===== config.mk =====
export PLATFORM = sky130hd
export DESIGN_NAME = bgd_ram
export DESIGN_NICKNAME = d
export VERILOG_FILES = /design/src/hw/rtl/bgd_pkg.sv /design/src/hw/rtl/bgd_ram.sv
export SDC_FILE = /design/constraint.sdc
export NUM_CORES = 2
export LEC_CHECK = 0
export CORE_ASPECT_RATIO = 0.8
export CORE_UTILIZATION = 37
export DETAILED_ROUTE_END_ITERATION = 16
export DONT_BUFFER_PORTS = 1
export PLACE_DENSITY = 0.57
export SLEW_MARGIN = 20
export SYNTH_ARGS = -nofsm -noshare
export SYNTH_HDL_FRONTEND = slang
export SYNTH_SLANG_ARGS = --single-unit

===== constraint.sdc =====
create_clock -name clk -period 17.5 [get_ports clk]
set_input_delay 3.5 -clock clk [delete_from_list [all_inputs] [get_ports clk]]
set_output_delay 3.5 -clock clk [all_outputs]
set_load 0.1 [all_outputs]

===== src/hw/rtl/bgd_pkg.sv =====
// Shared constants and the row spread function for the 3x3 grid dilation block.
package bgd_pkg;

    localparam int ROW_W     = 64;
    localparam int ROWNUM_W  = 6;
    localparam int CFG_IDX_W = 2;
    localparam int CFG_W     = 7;
    localparam int ITER_W    = 4;
    localparam int TDATA_W   = 72;
    localparam int TDATA_PAD = TDATA_W - ROW_W - ROWNUM_W;

    localparam logic [CFG_IDX_W-1:0] CFG_GRID_WIDTH      = 2'd0;
    localparam logic [CFG_IDX_W-1:0] CFG_GRID_HEIGHT     = 2'd1;
    localparam logic [CFG_IDX_W-1:0] CFG_ITERATION_COUNT = 2'd2;

    // horizontal half of the 3x3 element, clipped to the valid cells
    function automatic logic [ROW_W-1:0] bgd_spread(input logic [ROW_W-1:0] r,
                                                    input logic [ROW_W-1:0] m);
        logic [ROW_W-1:0] rm;
        rm = r & m;
        return (rm | (rm << 1) | (rm >> 1)) & m;
    endfunction

endpackage


===== src/hw/rtl/bgd_ram.sv =====
// Single-port-write, single-port-read row memory with registered read data.
module bgd_ram
    import bgd_pkg::*;
#(
    parameter int DEPTH = 64,
    parameter int AW    = 6
)
(
    input  logic             clk,
    input  logic             wen,
    input  logic [AW-1:0]    waddr,
    input  logic [ROW_W-1:0] wdata,
    input  logic             ren,
    input  logic [AW-1:0]    raddr,
    output logic [ROW_W-1:0] rdata
);

    logic [ROW_W-1:0] mem [DEPTH];
    logic [ROW_W-1:0] rdata_reg;

    always_ff @(posedge clk)
    begin
        if (wen)
        begin
            mem[waddr] <= wdata;
        end
        if (ren)
        begin
            rdata_reg <= mem[raddr];
        end
    end

    assign rdata = rdata_reg;

endmodule


==> flow_summary.rst <==
.. list-table::
   :header-rows: 1

   * - Metric
     - Value
   * - Required time of the critical path
     - 18.13 ns
   * - Ratio of total power to cell area
     - 115 nW/um2
   * - Sw frac
     - 21.1%
   * - # hold bufs at CTS
     - 0
   * - Worst-case headroom to the max-slew limit
     - -6.55%
   * - X dimension of the die
     - 730 um
   * - Number of antenna violations at the first check in global routing
     - 23
   * - Critical Path Start Type
     - input port
   * - Maximum net fanout on the critical path
     - 86
   * - First-pass GRT wire length
     - 626000 um
   * - Per-cell via count in the routed design
     - 5.93
   * - Minimum setup slack in the final design
     - 10.18 ns
   * - Compound-gate portion of the synthesized area
     - 2.47%
   * - Run status
     - finished, violations left
   * - Async SR Flop Fraction
     - 0%
   * - HPWL after detailed placement
     - 234000 um
   * - Tcrit/Tclk final
     - 41.8%
   * - First-pass iteration count of the detailed router
     - 6
   * - Min cycle time layout
     - 7.32 ns
   * - Static leakage
     - 54.3 nW
   * - Violations in the final reports
     - max-slew violations
   * - Setup_tns
     - 0 ns
   * - FF+latch count, synth
     - 4160
   * - Unique masters post-synth
     - 32
   * - Share of cells above drive strength 1
     - 26.6%
   * - Clock skew
     - 0.0493 ns
   * - Number of placement rows
     - 213
   * - Core Region
     - 422000 um2
   * - Hold Crit Class
     - reg -> reg
   * - Relative contribution of combinational cells to total power
     - 4.1%
   * - Number of flip-flops in the largest register
     - 4096
   * - Die height
     - 585 um
   * - Clock Latency Late Sink
     - 0.92 ns
   * - Number of standard cells in the layout, taps in and fillers out
     - 12800
   * - Overall fraction of global-route tracks in use
     - 21.2%
   * - Internal power of the cells
     - 0.0162 W
   * - Number of gates resized after CTS
     - 0
   * - Commonest register cell after synthesis
     - edfxtp_1
   * - Transition at the pin with the smallest max-transition slack
     - 1.60 ns
   * - Post-CTS setup buffer count
     - 0
   * - Root Driver
     - clkbuf_16
   * - Number of failing hold endpoints at the final stage
     - 0
   * - Maximum level of the CTS H-tree
     - 5
   * - Clock slew seen by the registers of the worst setup and hold paths
     - 0.07 ns
   * - Sequential share of the synthesized area
     - 79.6%
   * - Via count of the first global-routing pass
     - 75200
   * - Top post-synthesis cells by area
     - edfxtp_1 80%, mux4_2 15%, mux2i_1 0.86%
   * - Most common library cells after synthesis
     - 4160 x edfxtp_1, 1024 x mux4_2, 170 x buf_2
   * - Full die area
     - 427000 um2
   * - Critical path class
     - in -> reg
   * - Number of flops mapped to enable cells by yosys
     - 4160
   * - DR DRC count
     - 0
   * - Wire per inst
     - 36.0 um
   * - Number of DRC markers after the initial detailed-route iteration
     - 10900
   * - Final core utilization
     - 42.2%
   * - Final Max Tran Viols
     - 47
   * - Count of maximum capacitance violations
     - 0
   * - Nets
     - 6940
   * - Top-level port count
     - 143
   * - Cell type with the largest total area after synthesis
     - edfxtp_1
   * - Net Sw Power
     - 0.00432 W
   * - Mux cell area share after synthesis
     - 15.6%
   * - Fraction of synthesized cell area taken by the top area cell type
     - 79.6%
   * - Library cell with the highest instance count after synthesis
     - edfxtp_1
   * - Vias after detailed routing
     - 75700
   * - Netlist area before placement
     - 157000 um2
   * - RD Place Congestion
     - 0.752
   * - Layout-stage area growth over the synthesis result
     - 13.2%
   * - Critical Path End Type
     - flip-flop
   * - Yosys warns
     - 0
   * - Post-Place Setup Slack
     - 9.13 ns
   * - Antenna-violating nets left
     - 0
   * - Largest family of logic cells by synthesized area
     - multiplexers
   * - Clk buf depth
     - 4
   * - Instance count after placement with tap cells included
     - 12000
   * - Buffers added on ports
     - 0
   * - Mean cell area of the mapped netlist
     - 23.8 um2
   * - Adder and majority cell fraction of the synthesized area
     - 0%
   * - Sequential group share of total power
     - 54.3%
   * - Max Clock Freq
     - 137 MHz
   * - Post-Syn Nets
     - 6677
   * - Final Hold Slack
     - 0.930 ns
   * - Remaining global-route overflow
     - 0
   * - Post-Synth XOR/XNOR Area
     - 0%
   * - Data arrival time of the worst path
     - 7.94 ns
   * - CTS Buf Count
     - 398
   * - Effective utilization at floorplan
     - 37.2%
   * - Number of cells produced by synthesis
     - 6598
   * - Number of sinks handled by clock tree synthesis
     - 4160
   * - Routed wire length
     - 459000 um
   * - Maximum number of pins on one net before global-route repair
     - 875
   * - Number of setup violations in the final report
     - 0
   * - Clock group share of total power
     - 41.7%
   * - Maximum VDD drop
     - 0.104 mV
   * - CTS tree
     - yes
   * - Unrepaired setup endpoints after global routing
     - no
   * - Synth Area in Simple Gates
     - 1.23%
layout by cell type, fill, tap and decap left out, drive strengths merged:
cell,synthesis,final
edfxtp,4160,4160
mux4,1024,1024
clkbuf,140,499
buf,230,233
a22oi,168,168
clkinv,0,162
mux2i,135,135
nor2,112,112
a22o,88,88
o22ai,83,83
and3,64,64
a211oi,63,63
nand2,58,58
nand3,45,45
o221ai,38,38
bufinv,0,37
or3,29,29
inv,19,29
or2,28,28
nor2b,28,28
a41oi,26,26
a2bb2oi,19,19
a31oi,18,18
clkinvlp,0,11
nand2b,11,11
diode,0,3
and2,3,3
nor3,2,2
nand3b,2,2
nand4,2,2
a31o,1,1
nand4b,1,1
or3b,1,1
per-layer routing:
metal / part of all wire, % / GRT usage (%)
met3: 9.8 / 4.19
met1: 42 / 31.3
met5: 0.015 / 0
met2: 46 / 32.6
met4: 2.3 / 4.76
path summary, 6_finish.rpt:
check	cells after the start	end	start	slack, ns
worst min register to register	4	rdata[46]$_DFFE_PP_	mem[44][46]$_DFFE_PP_	0.93
worst max register to register	5	rdata[28]$_DFFE_PP_	mem[11][28]$_DFFE_PP_	15.15
worst min-delay path	4	rdata[46]$_DFFE_PP_	mem[44][46]$_DFFE_PP_	0.93
worst max-delay path	9	rdata[36]$_DFFE_PP_	raddr[0]	10.18
critical path, cell delays in order:
cell      delay (ns)
buf_16          0.34
buf_16          0.49
buf_16          0.45
buf_16          0.49
buf_16          0.51
nand2_4         0.65
or2_2           0.52
a41oi_1         0.31
a211oi_1        0.08
cells by family (layout without fill, tap and decap cells):
family,after synthesis,count (layout)
flops,4160,4160
mux,1159,1159
compound gates,504,504
buf+inv,389,971
simple gates,386,386
other cells,0,3
power groups by stage:
stage / sequential, W / clock [W] / combinational [W]
after floorplan: 0.0114 / 0 / 0.000514
after global placement: 0.0114 / 0 / 0.000748
after detailed placement: 0.0113 / 0 / 0.000782
after CTS: 0.0111 / 0.00866 / 0.000784
after global routing: 0.0111 / 0.00900 / 0.000872
final: 0.0111 / 0.00855 / 0.000833
stage by stage:
| stage | total power, W | area, um2 |
|---|---|---|
| 2_1_floorplan | 0.0119 | 157000 |
| 3_3_place_gp | 0.0121 | 165000 |
| 3_5_place_dp | 0.0121 | 165000 |
| 4_1_cts | 0.0206 | 178000 |
| 5_1_grt | 0.0210 | 178000 |
| 6_report | 0.0205 | 178000 |
layout make-up:
type | count | area [um2]
Clock inverter | 220 | 2170
Antenna cell | 3 | 7.51
Tap cell | 5590 | 6990
Timing Repair Buffer | 233 | 2350
Inverter | 19 | 71.3
Multi-Input combinational cell | 2049 | 30800
Sequential cell | 4160 | 125000
Fill cell | 35900 | 244000
Clock buffer | 499 | 10500
(Power assumes the default switching activity.)
